--- config.mk ---
export PLATFORM = sky130hd
export DESIGN_NAME = tlbpt_front
export DESIGN_NICKNAME = d
export VERILOG_FILES = /design/src/rtl/tlbpt_pkg.sv /design/src/rtl/tlbpt_front.sv
export SDC_FILE = /design/constraint.sdc
export NUM_CORES = 1
export LEC_CHECK = 0
export BUFFER_PORTS_ARGS = -buffer_cell sky130_fd_sc_hd__buf_2
export CAP_MARGIN = 15
export CELL_PAD_IN_SITES_DETAIL_PLACEMENT = 0
export CELL_PAD_IN_SITES_GLOBAL_PLACEMENT = 1
export CORE_MARGIN = 4
export CORE_UTILIZATION = 38
export CTS_CLUSTER_DIAMETER = 150
export DETAILED_ROUTE_END_ITERATION = 8
export GPL_TIMING_DRIVEN = 0
export PLACE_DENSITY_LB_ADDON = 0.05
export SETUP_SLACK_MARGIN = 0.05
export SLEW_MARGIN = 25
export SYNTH_ARGS = -nofsm -noshare
export SYNTH_HDL_FRONTEND = slang
export SYNTH_SLANG_ARGS = --single-unit
--- constraint.sdc ---
create_clock -name aclk -period 1.7 [get_ports aclk]
set_input_delay 0.34 -clock aclk [delete_from_list [all_inputs] [get_ports aclk]]
set_output_delay 0.34 -clock aclk [all_outputs]
set_load 0.02 [all_outputs]
--- src/rtl/tlbpt_pkg.sv ---
`timescale 1ns / 1ps
// Shared constants and types for the TLB page table translator.
package tlbpt_pkg;
    localparam int VA_W        = 16;
    localparam int OFFSET_W    = 8;
    localparam int PAGE_COUNT  = 256;
    localparam int PAGE_W      = $clog2(PAGE_COUNT);
    localparam int FRAME_W     = 8;
    localparam int TLB_N       = 16;
    localparam int TLB_IDX_W   = $clog2(TLB_N);
    localparam int STAMP_W     = 32;
    localparam int S_TDATA_W   = 24;
    localparam int M_TDATA_W   = 16;
    localparam int M_TUSER_W   = 2;
    localparam int Q_DEPTH     = 2;
    localparam int Q_PTR_W     = 1;
    localparam int Q_CNT_W     = 2;

    localparam logic MODE_FIFO = 1'b0;
    localparam logic MODE_LRU  = 1'b1;

    typedef struct packed {
        logic [PAGE_W-1:0]   page;
        logic [OFFSET_W-1:0] offset;
        logic [FRAME_W-1:0]  spare;
    } req_t;
endpackage

--- src/rtl/tlbpt_front.sv ---
`timescale 1ns / 1ps
// Front end: accepts requests, splits the address, queues them for the back end.
module tlbpt_front (
    input  logic                          aclk,
    input  logic                          aresetn,
    input  logic                          s_tvalid,
    output logic                          s_tready,
    input  logic [tlbpt_pkg::S_TDATA_W-1:0] s_tdata,
    output logic                          q_valid,
    output tlbpt_pkg::req_t               q_req,
    input  logic                          q_pop
);
    tlbpt_pkg::req_t                   slot_reg [tlbpt_pkg::Q_DEPTH];
    logic [tlbpt_pkg::Q_PTR_W-1:0]     wptr_reg, rptr_reg;
    logic [tlbpt_pkg::Q_CNT_W-1:0]     cnt_reg, cnt_next;
    logic [tlbpt_pkg::VA_W-1:0]        va;
    tlbpt_pkg::req_t                   req_in;
    logic                              push, pop;

    assign va            = s_tdata[tlbpt_pkg::VA_W-1:0];
    assign req_in.offset = va[tlbpt_pkg::OFFSET_W-1:0];
    assign req_in.page   = tlbpt_pkg::PAGE_W'(va >> tlbpt_pkg::OFFSET_W);
    assign req_in.spare  = s_tdata[tlbpt_pkg::VA_W +: tlbpt_pkg::FRAME_W];

    assign s_tready = (cnt_reg != tlbpt_pkg::Q_CNT_W'(tlbpt_pkg::Q_DEPTH));
    assign q_valid  = (cnt_reg != '0);
    assign q_req    = slot_reg[rptr_reg];
    assign push     = s_tvalid && s_tready;
    assign pop      = q_pop && q_valid;

    always_comb begin
        cnt_next = cnt_reg;
        if (push && !pop) begin
            cnt_next = cnt_reg + 1'b1;
        end else if (pop && !push) begin
            cnt_next = cnt_reg - 1'b1;
        end
    end

    always_ff @(posedge aclk) begin
        if (!aresetn) begin
            wptr_reg <= '0;
            rptr_reg <= '0;
            cnt_reg  <= '0;
        end else begin
            cnt_reg <= cnt_next;
            if (push) begin
                wptr_reg <= wptr_reg + 1'b1;
            end
            if (pop) begin
                rptr_reg <= rptr_reg + 1'b1;
            end
        end
    end

    always_ff @(posedge aclk) begin
        if (push) begin
            slot_reg[wptr_reg] <= req_in;
        end
    end

    a_cnt_range: assert property (@(posedge aclk) disable iff (!aresetn)
        cnt_reg <= tlbpt_pkg::Q_CNT_W'(tlbpt_pkg::Q_DEPTH))
        else $error("queue count out of range");
    a_cnt_track: assert property (@(posedge aclk) disable iff (!aresetn)
        (push && !pop) |=> (cnt_reg == $past(cnt_reg) + 1'b1))
        else $error("queue count missed a push");
    a_empty_ptr: assert property (@(posedge aclk) disable iff (!aresetn)
        (cnt_reg == '0) |-> (wptr_reg == rptr_reg))
        else $error("empty queue with unequal pointers");
endmodule

# [Word-level counts from Yosys, hierarchy flattened]
# Memories as Yosys holds them, arrays and structs flattened. A register that Yosys moved wholly into a read port is not among the register bits.
# Index checks and enable logic that the tools add are counted.
[totals] word_cells=23 out_inout_bits=26 regBits=4 n_memories=1 ram_bits=48 inputBits=28
[mem_list] memory="slot_reg" words=2 word_bits=24 read_ports=1 rd_clocked_by_memory_dff=1 write_ports=1 line_no="tlbpt_front.sv:13" rtl="tlbpt_pkg::req_t slot_reg [tlbpt_pkg::Q_DEPTH];"
[classes] n_mux=6 n_eq_ne=1 n_reduce_logical=8 addsub=4
[ops] op="$logic_and 1x1->1" count=4
[ops] op="$mux 1" count=4
[ops] op="$mux 2" count=2
[ops] op="$reduce_bool 2->1" count=2
[ops] op="$add 1x1->1 const B" count=2
[ops] op="$add 2x1->2 const B" count=1
[ops] op="$logic_not 1->1" count=2
[ops] op="$ne 2x2->1 const B" count=1
[ops] op="$sub 2x1->2 const B" count=1

# [Depth between registers and ports, before layout]
# Gate-level depths: netlist of the first run.
[logic_depth] word_depth=6 ltp_mapped=6 mapped_depth_nobuf=6

# [Least setup slack after synthesis of the first run]
# No wires, ideal clock.
[synth_path] path_type="reg2reg" startpoint="register cnt_reg[0] (netlist bit)" endpoint="memory slot_reg[1][0] (netlist bit) (enable)" setup_time_ns=0.383 path_stages_with_launch=3 path_buffers=0 period_less_slack_ns=1.638 setup_slack_ns=0.062 t_required_ns=1.317 t_arrival_ns=1.256 path_cell_list="dfxtp_1 nand2b_4 and3_1"
[synth_via] elab_chain_cells=4
[synth_rtl] item="start: declaration" line_no="tlbpt_front.sv:15" rtl="logic [tlbpt_pkg::Q_CNT_W-1:0] cnt_reg, cnt_next;"
[synth_rtl] item="start signal: assignment" line_no="tlbpt_front.sv:46" rtl="cnt_reg <= cnt_next;"
[synth_rtl] item="$ne 2x2->1" line_no="tlbpt_front.sv:25" rtl="assign s_tready = (cnt_reg != tlbpt_pkg::Q_CNT_W'(tlbpt_pkg::Q_DEPTH));"
[synth_rtl] item="via s_tready" line_no="tlbpt_front.sv:7" rtl="output logic s_tready,"
[synth_rtl] item="$logic_and 1x1->1" line_no="tlbpt_front.sv:28" rtl="assign push = s_tvalid && s_tready;"
[synth_rtl] item="$mux 1" line_no="tlbpt_front.sv:57" rtl="if (push) begin"
[synth_rtl] item="$mux 1 (implied by the code)" line_no="tlbpt_front.sv:58" rtl="slot_reg[wptr_reg] <= req_in;"
[synth_rtl] item="end: declaration" line_no="tlbpt_front.sv:13"
# The timed path passes the listed nets, and every way through them passes these cells.

==> results of run 1 <==
report_power, final:
part / switching (mW) / total (mW) / leakage (nW) / internal [mW]
sequential: 0.0746 / 1.72 / 0.491 / 1.64
combinational: 0.746 / 1.70 / 0.542 / 0.952
clock: 0.365 / 0.658 / 0.0395 / 0.293
layout make-up:
type	instances	area, µm²
buffer	3	60.06
clock buffer	8	80.08
fill	431	2117
inverter	1	7.507
multi-input combinational	42	493.0
sequential	53	1545
tap	67	83.83
timing repair buffer	58	485.5
timing repair inverter	1	7.507
cells in the final DEF, fill, tap and decap left out, types with 2 or more instances in the layout:
master	count
edfxtp_1	48
buf_2	30
buf_6	24
mux2_4	22
clkbuf_8	5
and2_1	4
buf_12	3
dfxtp_2	3
clkbuf_1	3
mux2_2	2
xnor2_1	2
clkinvlp_4	2
clkbuf_16	2
buf_4	2
dfxtp_1	2
routing by layer:
layer / GRT usage / wire, µm
met1: 0.1058 / 1487
met2: 0.1962 / 1953
met3: 0.04402 / 204
met4: 0.04054 / 47
met5: 0 / 0
stage by stage:
stage | worst slack, ps | area (µm²) | power, mW
after floorplan | 61.51 | 1969 | 2.503
after global placement | -233.2 | 2318 | 2.815
after detailed placement | -135.7 | 2320 | 2.848
after CTS | -69.03 | 2430 | 3.566
after global routing | -57.87 | 2763 | 4.264
final | -8.457 | 2763 | 4.072
repair_timing:
| action | 4_1_cts | 5_1_grt |
|---|---|---|
| setup buffers | 0 | 3 |
| cloned | 0 | 3 |
| pin swaps | 0 | 0 |
| endpoints found under the setup margin | 44 | 71 |
| resized for setup | 9 | 77 |
worst min-delay path by stage:
| stage | end | slack, ps | cells past startpoint |
|---|---|---|---|
| after floorplan | slot_reg[0][0] | 440 | 0 |
| after global placement | cnt_reg[1] | 520 | 2 |
| after detailed placement | slot_reg[0][0] | 530 | 1 |
| after CTS | slot_reg[0][4] | 220 | 1 |
| after global routing | slot_reg[0][16] | 210 | 1 |
| final | slot_reg[1][18] | 230 | 1 |
cell families after synthesis:
logic type | after synthesis | synth area share
AOI/OAI and AO/OA | 5 | 0.01779
muxes | 24 | 0.1372
adders and majority gates | 1 | 0.006352
xor gates and xnor gates | 3 | 0.01334
and+or+nand+nor | 9 | 0.03304
buffers and inverters | 4 | 0.009526
DFF | 53 | 0.7827
worst register-to-register path: cells and delay by family (launching register included):
| family | cells | cell delay (ps) |
|---|---|---|
| AND/OR/NAND/NOR | 3 | 670 |
| adder cells (fa/ha/maj) | 1 | 330 |
| AO/OA/AOI/OAI | 1 | 140 |
| flip-flops | 1 | 350 |
==> flow_summary.json, run 1 <==
{
  "status": "finished, violations left",
  "violations": "negative setup slack",
  "fp.dieArea_um2": 6398,
  "cp_slowest_stage_delay_ps": 350,
  "ctsHoldBuffers": 0,
  "setup_violations": 9,
  "clkTransAtPathRegs_ps": 90,
  "drtPass1Iterations": 4,
  "drv_slew": 0,
  "synth.area.top_cells": "edfxtp_1 73%, mux2_2 14%, dfxtp_1 5.1%, and2_1 1.3%, xnor2_1 0.89%",
  "synth_top_area_frac": 0.7319,
  "ys_async_sr_fraction": 0,
  "netlist_area_um2": 1969,
  "setup_ws_ps": -8.457,
  "clockBufferDepth": 2,
  "die_width_um": 79.99,
  "cts_max_level": 2,
  "n_antenna_cell": 0,
  "crit_family": "buffers and inverters",
  "wl_per_cell_um": 15.85,
  "end_kind": "primary output",
  "p_per_area_nw_per_um2": 1474,
  "slowest_stage": "dfxtp_2",
  "antenna_found_initial": 0,
  "syn2layout_area_growth_pct": 40.28,
  "synth-edff-count": 48,
  "yosysSeqAreaShare": 0.7827,
  "fin_crit_ps": 1708,
  "grt_use_total": 0.1068,
  "gr-total-overflow": 0,
  "ys_types": 19,
  "r2r_slack_ps": 150,
  "finalHoldViolations": 0,
  "cp.arrival_ps": 1370,
  "cp_num_buf_inv": 3,
  "reg2reg_depth": 5,
  "rsz0062_at_grt": "yes",
  "cp-start-kind": "flip-flop",
  "fmax_ghz": 0.5853,
  "leakage_nw": 1.072,
  "crit_path_end": "q_req[10]",
  "synth_seq_cells": 53,
  "placed_cells_incl_taps": 219,
  "hold_path_class": "primary input to flip-flop",
  "required_ps": 1360,
  "portBuffers": 53,
  "cts_root_buffer": "clkbuf_8",
  "hp-start": "s_tdata[10]",
  "synth_area_leader_cell": "edfxtp_1",
  "coreArea_um2": 4880,
  "grt_pass1_wl_um": 4954,
  "min_period_over_period": 1.005,
  "yosysWarnings": 0,
  "synth_flop_cell": "edfxtp_1",
  "cp.depth": 4,
  "drtIter0Drc": 60,
  "fin_hold_ws_ps": 227.6,
  "syn_inst": 99,
  "ir_drop_uv": 668.7,
  "io_pins": 54,
  "worstPathMaxFanout": 8,
  "largest_register_ff_count": 48,
  "die_h_um": 79.99,
  "r2r-start": "cnt_reg[0]",
  "maxCapViolations": 0,
  "dp_hpwl_um": 2336,
  "tns_ps": -27.45,
  "drc_errors": 0,
  "rows": 25,
  "cts_tree": "built",
  "synth_nets": 128,
  "syn_avg_cell_area_um2": 19.89,
  "timing.rr.end": "cnt_reg[1]",
  "ant_nets": 0,
  "final_core_util": 0.5662,
  "grt_max_degree": 25,
  "relSlewSlack": 0.6074,
  "yosysMostFrequentCell": "edfxtp_1",
  "gp_congestion": 0.6102,
  "cts_buffers": 5,
  "synth_common_cells": "48 x edfxtp_1, 24 x mux2_2, 5 x dfxtp_1, 4 x and2_1, 3 x buf_2",
  "layout.nets": 194,
  "skew_ps": 6.032,
  "viasPerCell": 4.567,
  "worstMarginPinSlew_ps": 589.0,
  "grt_pass1_vias": 1100,
  "wirelength_um": 3694,
  "drive_above_1_share": 0.5964,
  "post_layout_nonfiller_instances": 233,
  "cts.sink_count": 53,
  "setup.worst_path.class": "flip-flop to primary output",
  "vias": 1064,
  "worstSkewPairLatency_ps": 290,
  "start_util": 0.4036,
  "worstPathCellList": "buf_12 -> clkbuf_16 -> mux2_4 -> buf_6"
}
(Power assumes the default switching activity.)
==> run 2: changes to the inputs <==
--- a/config.mk
+++ b/config.mk
@@ -15,7 +15,9 @@
 export DETAILED_ROUTE_END_ITERATION = 8
 export GPL_TIMING_DRIVEN = 0
 export PLACE_DENSITY_LB_ADDON = 0.05
+export RECOVER_POWER = 100
 export SETUP_SLACK_MARGIN = 0.05
+export SKIP_LAST_GASP = 1
 export SLEW_MARGIN = 25
 export SYNTH_ARGS = -nofsm -noshare
 export SYNTH_HDL_FRONTEND = slang
==> run 2 against run 1 <==
Net effect: the run still ends with negative setup slack left; flip-flop and latch count did not move; non-clock buffer count did not move; global-route usage did not move; register-to-register slack barely moved; largest power group unchanged; cell count did not move; largest cell class unchanged; routed wire length rose by 0.19%; die area did not move; via count rose by 0.19%; highest routed layer unchanged.
==> flow_summary.json, run 2 (synthesized netlist as in run 1, its figures left out) <==
{
  "setup_ws_ps": -9.093,
  "violations": "negative setup slack",
  "top_layer_used": "met4",
  "die_width_um": 79.99,
  "antenna_found_initial": 0,
  "maxCapViolations": 0,
  "cts_root_buffer": "clkbuf_8",
  "p_int_mw": 2.884,
  "route.met3.wl_um": 191,
  "drtIter0Drc": 49,
  "tns_ps": -22.72,
  "portBuffers": 53,
  "ant_nets": 0,
  "worstSkewPairLatency_ps": 290,
  "layout.nets": 194,
  "start_util": 0.4036,
  "swShare": 0.2909,
  "p_per_area_nw_per_um2": 1477,
  "cp-start-kind": "flip-flop",
  "fp.dieArea_um2": 6398,
  "wirelength_um": 3701,
  "n_antenna_cell": 0,
  "ir_drop_uv": 669.1,
  "setup.worst_path.class": "flip-flop to primary output",
  "grt_pass1_vias": 1100,
  "cp.arrival_ps": 1370,
  "p_comb_frac": 0.417,
  "fin_hold_ws_ps": 229.1,
  "min_period_over_period": 1.005,
  "drv_slew": 0,
  "worstPathMaxFanout": 8,
  "setup_violations": 5,
  "fin_crit_ps": 1709,
  "coreArea_um2": 4880,
  "required_ps": 1360,
  "relSlewSlack": 0.6072,
  "route.met2.wl_um": 1967,
  "leakage_nw": 1.053,
  "drc_errors": 0,
  "design_area_um2": 2754,
  "switchingPower_mw": 1.183,
  "rsz0062_at_grt": "yes",
  "gr-total-overflow": 0,
  "dp_hpwl_um": 2336,
  "grt_pass1_wl_um": 4961,
  "end_kind": "primary output",
  "p_seq_frac": 0.422,
  "syn2layout_area_growth_pct": 39.83,
  "cts_max_level": 2,
  "vias": 1066,
  "io_pins": 54,
  "die_h_um": 79.99,
  "drive_above_1_share": 0.5542,
  "place_area_um2": 2320,
  "grt_max_degree": 25,
  "layout_commonest_cell": "edfxtp_1",
  "worstMarginPinSlew_ps": 589.2,
  "fmax_ghz": 0.5851,
  "drtPass1Iterations": 4,
  "status": "finished, violations left",
  "viasPerCell": 4.575,
  "multi_input_area_um2": 493.0,
  "clkTransAtPathRegs_ps": 90,
  "clockBufferDepth": 2,
  "cts_buffers": 5,
  "wl_per_cell_um": 15.88,
  "grt_use_total": 0.1068,
  "drt-met1-wl_um": 1495,
  "final_core_util": 0.5644,
  "hold_path_class": "primary input to flip-flop",
  "finalHoldViolations": 0,
  "n_fill_cell": 435,
  "cts_tree": "built",
  "final_cell_mix": "48 x edfxtp_1, 24 x buf_6, 23 x buf_2, 22 x mux2_4, 9 x clkbuf_1",
  "largest_register_ff_count": 48,
  "regArea_um2": 1545,
  "cts.sink_count": 53,
  "clockPowerShare": 0.162,
  "gp_congestion": 0.6102,
  "rows": 25,
  "skew_ps": 5.772
}
run 2: what timing repair did:
item / 4_1_cts / 5_1_grt
buffers inserted: 0 / 3
pin swaps: 0 / 0
resized for setup: 8 / 78
cloned: 0 / 3
setup endpoints to repair: 44 / 73
hold buffers: 0 / 0
run 2: worst max-delay path: stages, from the launching register on:
cell       delay (ps)
dfxtp_2           350
buf_12            140
clkbuf_16         150
mux2_4            300
buf_6             130
run 2: worst paths after layout:
kind	start	end	slack, ps	cells past startpoint
setup / recovery	flip-flop	q_req[10]	-9	4
hold / removal	s_tdata[10]	slot_reg[1][18]	230	1
setup reg to reg	cnt_reg[0]	cnt_reg[1]	150	5
hold reg to reg	cnt_reg[1]	cnt_reg[1]	530	2
run 2: power by group through the flow:
stage / Combinational, mW / Clock [mW] / Sequential, mW
2_1_floorplan: 0.791 / 0 / 1.71
3_3_place_gp: 1.09 / 0 / 1.72
3_5_place_dp: 1.11 / 0 / 1.73
4_1_cts: 1.17 / 0.684 / 1.70
5_1_grt: 1.79 / 0.729 / 1.74
6_report: 1.69 / 0.657 / 1.71
run 2: cell type report:
class | instances | share of cell area
clock buffers | 8 | 0.02908
repair buffers | 58 | 0.1731
repair inverters | 1 | 0.002726
flip-flops and latches | 53 | 0.5611
multi-input cells | 42 | 0.1790
well taps | 67 | 0.03044
plain buffers | 3 | 0.02181
inverters | 1 | 0.002726
run 2: metrics by stage:
step / power, mW / instances / setup slack, ps
after floorplan: 2.503 / 99 / 61.51
after global placement: 2.815 / 219 / -233.2
after detailed placement: 2.848 / 219 / -135.7
after CTS: 3.559 / 227 / -85.16
after global routing: 4.259 / 233 / -57.87
final: 4.066 / 233 / -9.093
run 2: routing by layer:
metal / up-vias / GRT usage
met4: 0 / 0.04054
met1: 517 / 0.1058
met5: - / 0
met2: 31 / 0.1962
met3: 4 / 0.04402
li1: 514 / -
