===== config.mk =====
export PLATFORM = sky130hd
export DESIGN_NAME = tlbpt_back
export DESIGN_NICKNAME = d
export VERILOG_FILES = /design/src/rtl/tlbpt_pkg.sv /design/src/rtl/tlbpt_ram.sv /design/src/rtl/tlbpt_back.sv
export SDC_FILE = /design/constraint.sdc
export NUM_CORES = 2
export LEC_CHECK = 0
export BUFFER_PORTS_ARGS = -buffer_cell sky130_fd_sc_hd__buf_2
export CAP_MARGIN = 20
export CORE_AREA = 4 4 676 678
export CTS_BUF_LIST = sky130_fd_sc_hd__clkbuf_8
export CTS_CLUSTER_DIAMETER = 150
export CTS_CLUSTER_SIZE = 40
export DETAILED_ROUTE_END_ITERATION = 8
export DIE_AREA = 0 0 680 682
export GPL_TIMING_DRIVEN = 0
export MAX_ROUTING_LAYER = met4
export SETUP_SLACK_MARGIN = 0.02
export SKIP_CTS_REPAIR_TIMING = 1
export SLEW_MARGIN = 10
export SYNTH_ARGS = -nofsm -noshare
export SYNTH_HDL_FRONTEND = slang
export SYNTH_SLANG_ARGS = --single-unit

===== constraint.sdc =====
create_clock -name aclk -period 12.2 [get_ports aclk]
set_clock_uncertainty 0.1 [all_clocks]
set_input_delay 1.22 -clock aclk [delete_from_list [all_inputs] [get_ports aclk]]
set_output_delay 1.22 -clock aclk [all_outputs]
set_load 0.01 [all_outputs]

===== src/rtl/tlbpt_pkg.sv =====
`timescale 1ns / 1ps
// Shared constants and types for the TLB page table translator.
package tlbpt_pkg;
    localparam int VA_W        = 16;
    localparam int OFFSET_W    = 8;
    localparam int PAGE_COUNT  = 256;
    localparam int PAGE_W      = $clog2(PAGE_COUNT);
    localparam int FRAME_W     = 8;
    localparam int TLB_N       = 16;
    localparam int TLB_IDX_W   = $clog2(TLB_N);
    localparam int STAMP_W     = 32;
    localparam int S_TDATA_W   = 24;
    localparam int M_TDATA_W   = 16;
    localparam int M_TUSER_W   = 2;
    localparam int Q_DEPTH     = 2;
    localparam int Q_PTR_W     = 1;
    localparam int Q_CNT_W     = 2;

    localparam logic MODE_FIFO = 1'b0;
    localparam logic MODE_LRU  = 1'b1;

    typedef struct packed {
        logic [PAGE_W-1:0]   page;
        logic [OFFSET_W-1:0] offset;
        logic [FRAME_W-1:0]  spare;
    } req_t;
endpackage


===== src/rtl/tlbpt_ram.sv =====
`timescale 1ns / 1ps
// Generic single write port RAM with registered read.
module tlbpt_ram #(
    parameter int WIDTH = 8,
    parameter int DEPTH = 256,
    localparam int AW = $clog2(DEPTH)
) (
    input  logic             aclk,
    input  logic             we,
    input  logic [AW-1:0]    waddr,
    input  logic [WIDTH-1:0] wdata,
    input  logic [AW-1:0]    raddr,
    output logic [WIDTH-1:0] rdata
);
    logic [WIDTH-1:0] mem [DEPTH];

    always_ff @(posedge aclk) begin
        if (we) begin
            mem[waddr] <= wdata;
        end
        rdata <= mem[raddr];
    end
endmodule


===== src/rtl/tlbpt_back.sv =====
`timescale 1ns / 1ps
// Back end: TLB lookup, page table access, TLB refill and result register.
module tlbpt_back (
    input  logic                            aclk,
    input  logic                            aresetn,
    input  logic                            mode,
    input  logic                            q_valid,
    input  tlbpt_pkg::req_t                 q_req,
    output logic                            q_pop,
    output logic                            m_tvalid,
    input  logic                            m_tready,
    output logic [tlbpt_pkg::M_TDATA_W-1:0] m_tdata,
    output logic [tlbpt_pkg::M_TUSER_W-1:0] m_tuser
);
    localparam logic [1:0] ST_IDLE = 2'd0;
    localparam logic [1:0] ST_LOOK = 2'd1;
    localparam logic [1:0] ST_PT   = 2'd2;
    localparam logic [1:0] ST_SCAN = 2'd3;

    localparam int N  = tlbpt_pkg::TLB_N;
    localparam int IW = tlbpt_pkg::TLB_IDX_W;

    logic [1:0]                      state_reg;
    tlbpt_pkg::req_t                 req_reg;
    logic [tlbpt_pkg::PAGE_W-1:0]    tlb_page_reg  [N];
    logic [tlbpt_pkg::FRAME_W-1:0]   tlb_frame_reg [N];
    logic [tlbpt_pkg::STAMP_W-1:0]   tlb_stamp_reg [N];
    logic [N-1:0]                    tlb_valid_reg;
    logic [tlbpt_pkg::PAGE_COUNT-1:0] page_valid_reg;
    logic [tlbpt_pkg::STAMP_W-1:0]   count_reg;
    logic [tlbpt_pkg::FRAME_W-1:0]   frame_reg;
    logic                            fault_reg;
    logic [IW-1:0]                   scan_idx_reg, victim_reg;
    logic [tlbpt_pkg::STAMP_W-1:0]   oldest_reg;
    logic                            out_valid_reg;
    logic [tlbpt_pkg::M_TDATA_W-1:0] out_data_reg;
    logic [tlbpt_pkg::M_TUSER_W-1:0] out_user_reg;

    logic [N-1:0]                    match;
    logic                            hit;
    logic [tlbpt_pkg::FRAME_W-1:0]   hit_frame;
    logic                            pv;
    logic [tlbpt_pkg::FRAME_W-1:0]   rd_frame, pt_frame;
    logic                            full;
    logic [IW-1:0]                   first_empty;
    logic [tlbpt_pkg::STAMP_W-1:0]   age;
    logic                            better, scan_last;
    logic                            ins_en, shift_en, finish, fin_hit, fin_fault;
    logic [IW-1:0]                   ins_idx;
    logic [tlbpt_pkg::FRAME_W-1:0]   ins_frame;

    tlbpt_ram #(.WIDTH(tlbpt_pkg::FRAME_W), .DEPTH(tlbpt_pkg::PAGE_COUNT)) u_page_ram (
        .aclk  (aclk),
        .we    (state_reg == ST_PT && !pv),
        .waddr (req_reg.page),
        .wdata (req_reg.spare),
        .raddr (req_reg.page),
        .rdata (rd_frame)
    );

    assign q_pop    = (state_reg == ST_IDLE) && q_valid && !out_valid_reg;
    assign pv       = page_valid_reg[req_reg.page];
    assign pt_frame = pv ? rd_frame : req_reg.spare;
    assign full     = &tlb_valid_reg;
    assign age      = count_reg - tlb_stamp_reg[scan_idx_reg];
    assign better   = (scan_idx_reg == '0) || (age > oldest_reg);
    assign scan_last = (scan_idx_reg == IW'(N - 1));

    always_comb begin
        match     = '0;
        hit_frame = '0;
        for (int i = 0; i < N; i++) begin
            match[i] = tlb_valid_reg[i] && (tlb_page_reg[i] == req_reg.page);
        end
        for (int i = N - 1; i >= 0; i--) begin
            if (match[i]) begin
                hit_frame = tlb_frame_reg[i];
            end
        end
        hit = |match;
        first_empty = '0;
        for (int i = N - 1; i >= 0; i--) begin
            if (!tlb_valid_reg[i]) begin
                first_empty = IW'(i);
            end
        end
    end

    always_comb begin
        ins_en    = 1'b0;
        shift_en  = 1'b0;
        finish    = 1'b0;
        fin_hit   = 1'b0;
        fin_fault = 1'b0;
        ins_idx   = first_empty;
        ins_frame = pt_frame;
        unique case (state_reg)
            ST_IDLE: ;
            ST_LOOK: begin
                if (hit) begin
                    finish  = 1'b1;
                    fin_hit = 1'b1;
                end
            end
            ST_PT: begin
                fin_fault = !pv;
                if (!full) begin
                    ins_en = 1'b1;
                    finish = 1'b1;
                end else if (mode == tlbpt_pkg::MODE_FIFO) begin
                    shift_en = 1'b1;
                    finish   = 1'b1;
                end
            end
            ST_SCAN: begin
                ins_frame = frame_reg;
                fin_fault = fault_reg;
                ins_idx   = better ? scan_idx_reg : victim_reg;
                if (scan_last) begin
                    ins_en = 1'b1;
                    finish = 1'b1;
                end
            end
            default: ;
        endcase
    end

    always_ff @(posedge aclk) begin
        if (!aresetn) begin
            state_reg      <= ST_IDLE;
            tlb_valid_reg  <= '0;
            page_valid_reg <= '0;
            count_reg      <= '0;
            out_valid_reg  <= 1'b0;
            for (int i = 0; i < N; i++) begin
                tlb_page_reg[i]  <= '0;
                tlb_frame_reg[i] <= '0;
                tlb_stamp_reg[i] <= '0;
            end
        end else begin
            if (out_valid_reg && m_tready) begin
                out_valid_reg <= 1'b0;
            end
            if (finish) begin
                out_valid_reg <= 1'b1;
                count_reg     <= count_reg + 1'b1;
                state_reg     <= ST_IDLE;
            end
            unique case (state_reg)
                ST_IDLE: begin
                    if (q_pop) begin
                        state_reg <= ST_LOOK;
                    end
                end
                ST_LOOK: begin
                    for (int i = 0; i < N; i++) begin
                        if (match[i]) begin
                            tlb_stamp_reg[i] <= count_reg;
                        end
                    end
                    if (!hit) begin
                        state_reg <= ST_PT;
                    end
                end
                ST_PT: begin
                    if (!pv) begin
                        page_valid_reg[req_reg.page] <= 1'b1;
                    end
                    if (!finish) begin
                        state_reg <= ST_SCAN;
                    end
                end
                ST_SCAN: ;
                default: state_reg <= ST_IDLE;
            endcase
            if (shift_en) begin
                for (int i = 0; i < N - 1; i++) begin
                    tlb_page_reg[i]  <= tlb_page_reg[i+1];
                    tlb_frame_reg[i] <= tlb_frame_reg[i+1];
                    tlb_stamp_reg[i] <= tlb_stamp_reg[i+1];
                end
                tlb_page_reg[N-1]  <= req_reg.page;
                tlb_frame_reg[N-1] <= pt_frame;
                tlb_stamp_reg[N-1] <= count_reg;
            end
            if (ins_en) begin
                tlb_page_reg[ins_idx]  <= req_reg.page;
                tlb_frame_reg[ins_idx] <= ins_frame;
                tlb_stamp_reg[ins_idx] <= count_reg;
                tlb_valid_reg[ins_idx] <= 1'b1;
            end
        end
    end

    always_ff @(posedge aclk) begin
        if (q_pop) begin
            req_reg <= q_req;
        end
        if (state_reg == ST_PT) begin
            frame_reg    <= pt_frame;
            fault_reg    <= !pv;
            scan_idx_reg <= '0;
        end
        if (state_reg == ST_SCAN) begin
            scan_idx_reg <= scan_idx_reg + 1'b1;
            if (better) begin
                oldest_reg <= age;
                victim_reg <= scan_idx_reg;
            end
        end
        if (finish) begin
            out_data_reg <= {(fin_hit ? hit_frame : ins_frame), req_reg.offset};
            out_user_reg <= {fin_fault, fin_hit};
        end
    end

    assign m_tvalid = out_valid_reg;
    assign m_tdata  = out_data_reg;
    assign m_tuser  = out_user_reg;

    a_hit_no_fault: assert property (@(posedge aclk) disable iff (!aresetn)
        out_valid_reg |-> !(out_user_reg[0] && out_user_reg[1]))
        else $error("hit and fault both set");
    a_scan_full: assert property (@(posedge aclk) disable iff (!aresetn)
        (state_reg == ST_SCAN) |-> full)
        else $error("victim scan with empty slot");
    a_fault_maps: assert property (@(posedge aclk) disable iff (!aresetn)
        (state_reg == ST_PT && !pv) |=> page_valid_reg[$past(req_reg.page)])
        else $error("faulted page not marked valid");
    a_no_pop_busy: assert property (@(posedge aclk) disable iff (!aresetn)
        q_pop |-> !out_valid_reg)
        else $error("request taken while result pending");
endmodule

# Yosys cells after proc, flatten, opt, wreduce, memory -nomap -nowiden
# Memory sizes are Yosys's and may differ from the RTL's. A register that Yosys moved wholly into a read port is not among the register bits.
# Cells that the tools add are included.
# word_totals
word_cells,360
ramBits,2816
inputBits,29
out_inout_bits,20
mem_count,4
reg_bits,398
# op_classes
n_mux,210
bitwise,67
n_eq_ne,20
order_cmp,5
n_addsub,3
reduce_logical,36
# mem_list
name,words,width,rd,rd_ports_with_merged_regs,write_ports,line_no,rtl
u_page_ram.mem,256,8,1,1,1,tlbpt_ram.sv:15,logic [WIDTH-1:0] mem [DEPTH];
tlb_stamp_reg,16,32,16,1,16,tlbpt_back.sv:27,logic [tlbpt_pkg::STAMP_W-1:0] tlb_stamp_reg [N];
tlb_frame_reg,16,8,16,0,16,tlbpt_back.sv:26,logic [tlbpt_pkg::FRAME_W-1:0] tlb_frame_reg [N];
tlb_page_reg,16,8,16,0,16,tlbpt_back.sv:25,logic [tlbpt_pkg::PAGE_W-1:0] tlb_page_reg [N];
# ops
op,count
two-way mux 32 bit,33
two-way mux 8 bit,53
OR 256 bit,1
== test 8 bit,16
two-way mux 4 bit,24
two-way mux 1 bit,89
OR 1 bit,64
"adder 32 x 1 -> 32 bit, second input constant",1
greater-than comparator 32 bit,1
OR reduction 32 bit,1
subtractor 32 bit,1
logical AND 1 bit,22
OR 16 bit,1
AND reduction 16 bit,1
OR reduction 16 bit,1
OR reduction 8 bit,2
"< comparator 8 x 9 -> 1 bit, second input constant",1
binary-select mux 1 bit (select 8 bit),1
demux 1 bit (select 8 bit),1
"greater-or-equal comparator 8 x 1 -> 1 bit, second input constant",1
two-way mux 2 bit,4
case mux 2 bit (3 select lines),1
"< comparator 4 x 5 -> 1 bit, second input constant",1
"adder 4 x 1 -> 4 bit, second input constant",1
other kinds (14),19

# Logic depth before layout (Yosys ltp)
# depth
word_depth,22
depth_mapped,32
mapped_depth_nobuf,27

# By module
# Synthesis repeated with hierarchy kept, for this count alone.
# hier_totals
hier_cells,8520
hier_area_um2,136467.1
# modules_own_cells
mod,cells_per_inst,n_inst,seq_area_each_um2,area_per_inst_um2
tlbpt_ram,3733,1,61659.1,79556.3
tlbpt_back,4787,1,32020.7,56910.8

# Least setup slack after synthesis
# OpenSTA, ideal clock, no wires.
# synth_timing
kind,register to register
startpoint,reg (tool-made name)
endpoint,"mem tlb_stamp_reg[11][0] in the netlist's numbering, enable pin"
stages_incl_launch_ff,29
period_less_slack_ns,10.260
t_arrival_ns,9.772
n_path_buf,3
t_required_ns,11.712
path_slack_ns,1.940
setup_ns,0.388
cell_sequence,dfxtp_1 -> buf_1 -> buf_1 -> buf_1 -> mux4_2 -> mux4_2 -> inv_1 -> ha_1 -> nor2b_1 -> o31a_1 -> o41a_1 -> a21o_1 -> or4_1 -> a221o_1 -> a41o_1 -> a31o_2 -> a221oi_1 -> xnor2_1 -> ha_1 -> nand4_1 -> nor4_1 -> and2_1 -> a21oi_1 -> nor2_1 -> mux2_2 -> a21oi_1 -> nand2_1 -> o21ai_0 -> a21o_1
# synth_rtl
item,line_no
"end, declared",tlbpt_back.sv:27

==> results.py <==
metrics = {
    "floorplanning": {
        "rows": 247,
        "dieWidth_um": 680,
        "die_area_um2": 464000,
        "start_util": 0.298,
        "die_h_um": 682,
        "boundaryPins": 49,
        "coreArea_um2": 451000,
    },
    "pwr": {
        "p_per_area_nw_per_um2": 124,
        "peakVddDrop_mv": 0.0991,
        "leakagePower_nw": 46.3,
    },
    "cts": {
        "cts_made_buffers": 95,
        "numClockSinks": 3226,
        "cts_buffer_depth": 4,
        "h-tree-depth": 3,
        "root_buffer": "clkbuf_8",
        "cts_tree": "done",
        "path_clk_slew_ns": 0.25,
        "clock_latency_ns": 1.17,
    },
    "cells_and_area": {
        "drive_above_1_share": 0.183,
        "areaGrowthSynthToFinish_pct": 9.74,
        "n_fill_cell": 43000,
        "fin_nets": 8261,
        "stdcell_area_um2": 148000,
        "largest_register_ffs": 2048,
    },
    "yosys": {
        "synth.top_cells.by_area": "edfxtp_1, mux4_2, dfxtp_1, a22o_1, o21a_1",
        "yosysSeqAreaShare": 0.696,
        "syn_inst": 7769,
        "synth_edf_count": 2907,
        "yosysWarnings": 0,
        "synth_common_cells": "edfxtp_1, mux4_2, nor2_1",
        "synth_seq_cells": 3226,
        "async_reset_ff_frac": 0,
        "yosysTopAreaCell": "edfxtp_1",
        "yosysMostFrequentCell": "edfxtp_1",
        "synth_fp_nets": 7865,
        "synth_top_flop_cell": "edfxtp_1",
        "ys_types": 80,
        "avgSynthCellArea_um2": 17.3,
        "syn-cell-area_um2": 135000,
        "synth_top_area_frac": 0.648,
    },
    "critical_path": {
        "crit_arrival_ns": 12.69,
        "cp.required_ns": 13.02,
        "r2r_end": "tlb_stamp_reg[3][15]",
        "slowest_stage": "a211oi_2",
        "reg2reg_slack_ns": 0.33,
        "crit_path_start_kind": "flip-flop",
        "cp_slowest_stage_delay_ns": 0.60,
        "endpoint_kind": "flip-flop",
        "cpMostUsedCell": "buf_4",
        "reg2reg_depth": 34,
        "crit_path_end": "tlb_stamp_reg[3][15]",
        "worstSetupPathType": "reg2reg",
        "crit_fanout": 10,
    },
    "timing": {
        "finalSetupViolCount": 0,
        "period_share": 0.973,
        "rsz0062_at_grt": "yes",
        "layout_setup_ws_ns": 0.335,
        "finalHoldViolCount": 0,
        "max_freq_mhz": 84.3,
        "fin_crit_ns": 11.87,
        "drv_slew": 0,
        "slew_headroom": 0.0897,
        "tightest_slew_ns": 1.37,
    },
    "status": {
        "violations": "design-rule violations",
        "run_status": "finished with violations",
    },
    "detailed_routing": {
        "drtIter0Drc": 12100,
        "vias": 79200,
        "ant_nets": 0,
        "viasPerCell": 5.56,
        "first_pass_iters": 9,
        "wl_per_cell_um": 31.0,
        "drc": 21,
        "routed_wl_mm": 441,
    },
    "grt": {
        "grt_pass1_wl_mm": 608,
        "grt_pass1_vias": 77000,
        "grt_max_degree": 42,
        "antenna_found_initial": 34,
        "grt_overflow": 0,
        "grtUsageTotal": 0.189,
    },
    "placed_design": {
        "postPlaceCellArea_um2": 145000,
        "place.gp.congestion": 0.952,
        "portBuffers": 48,
        "dp_slack_ns": -1.10,
        "hpwlAfterDp_mm": 322,
    },
    "min_path": {
        "hold_class": "in2reg",
    },
    "flow_run": {
        "max-cap-violations": 0,
    },
}
-- final cells by class --
cell class	count	area, µm²	area share
diodes	20	50.0	0.000339
flip-flops and latches	3226	93700	0.634
repair buffers	298	3720	0.0251
plain buffers	567	2570	0.0174
well taps	5976	7480	0.0506
clock inverters	74	339	0.00229
inverters	103	387	0.00262
multi-input cells	3874	38200	0.259
clock buffers	97	1340	0.00903
-- how the worst min path moves through the flow --
stage	depth (start not counted)	end	from	slack, ns
after detailed placement	0	m_tdata[4]	req_reg[12]	0.30
final	1	req_reg[4]	q_req[4]	0.12
after global routing	1	req_reg[7]	q_req[7]	0.06
after floorplan	0	m_tdata[0]	req_reg[8]	0.30
after CTS	1	req_reg[18]	q_req[18]	0.03
after global placement	0	m_tdata[0]	req_reg[8]	0.30
-- layout by cell type (no fill, tap or decap), types with 17 or more instances in the layout --
master	instances
a21oi_1	242
a22o_1	320
a31oi_1	21
and2_1	35
and3_1	25
buf_1	37
buf_16	41
buf_2	136
buf_4	123
buf_6	49
buf_8	74
clkbuf_1	354
clkbuf_2	38
clkbuf_8	98
dfxtp_1	319
diode_2	20
edfxtp_1	2907
ha_1	66
inv_1	167
mux2i_1	120
mux4_2	874
nand2_1	420
nand2b_1	17
nand3_1	98
nand4_1	40
nor2_1	524
nor2b_1	36
nor3_1	30
o211ai_1	23
o21a_1	266
o21ai_0	272
o22ai_1	26
or3_1	39
xnor2_1	144
xor2_1	36
-- critical path: cells and delay by family (launching register included) --
kind,cells,cell delay [ns]
compound gates,11,3.92
xor+xnor,1,0.15
fa+ha+maj,2,0.57
buf+inv,11,3.28
flops,1,0.42
mux,3,1.46
simple gates,6,1.73
-- report_power, final --
part / switching (mW) / leakage, nW / internal (mW) / total (mW)
Sequential: 0.0972 / 29.5 / 12.2 / 12.3
Combinational: 1.33 / 15.7 / 0.743 / 2.07
Clock: 3.20 / 1.10 / 0.765 / 3.97
Total: 4.63 / 46.3 / 13.7 / 18.4
-- cells by family after synthesis --
group,count (synthesis),share of synthesized area
AO/OA/AOI/OAI,1289,0.0655
XOR/XNOR,180,0.0117
adder cells (fa/ha/maj),67,0.00628
buffers and inverters,670,0.0214
flip-flops,3226,0.696
multiplexers,1005,0.156
AND/OR/NAND/NOR,1332,0.0435
-- stage by stage --
step / total power, mW / hold slack, ns / utilization / setup TNS (ns) / instances
3_5_place_dp: 14.6 / 0.305 / 0.322 / -148.72 / 14000
3_3_place_gp: 14.5 / 0.302 / 0.316 / -1049.20 / 13800
5_1_grt: 18.8 / 0.0606 / 0.328 / 0 / 14200
4_1_cts: 18.3 / 0.0298 / 0.326 / -193.01 / 14200
2_1_floorplan: 13.6 / 0.300 / - / 0 / 7769
6_report: 18.4 / 0.119 / 0.328 / 0 / 14200
-- layer usage --
layer,vias up,global-route usage,share of wire
li1,31600,-,-
met1,42000,0.241,0.38
met2,4823,0.288,0.46
met3,860,0.0446,0.11
met4,0,0.0864,0.055
met5,-,-,0
No activity file was read; power rests on OpenSTA's default activity.
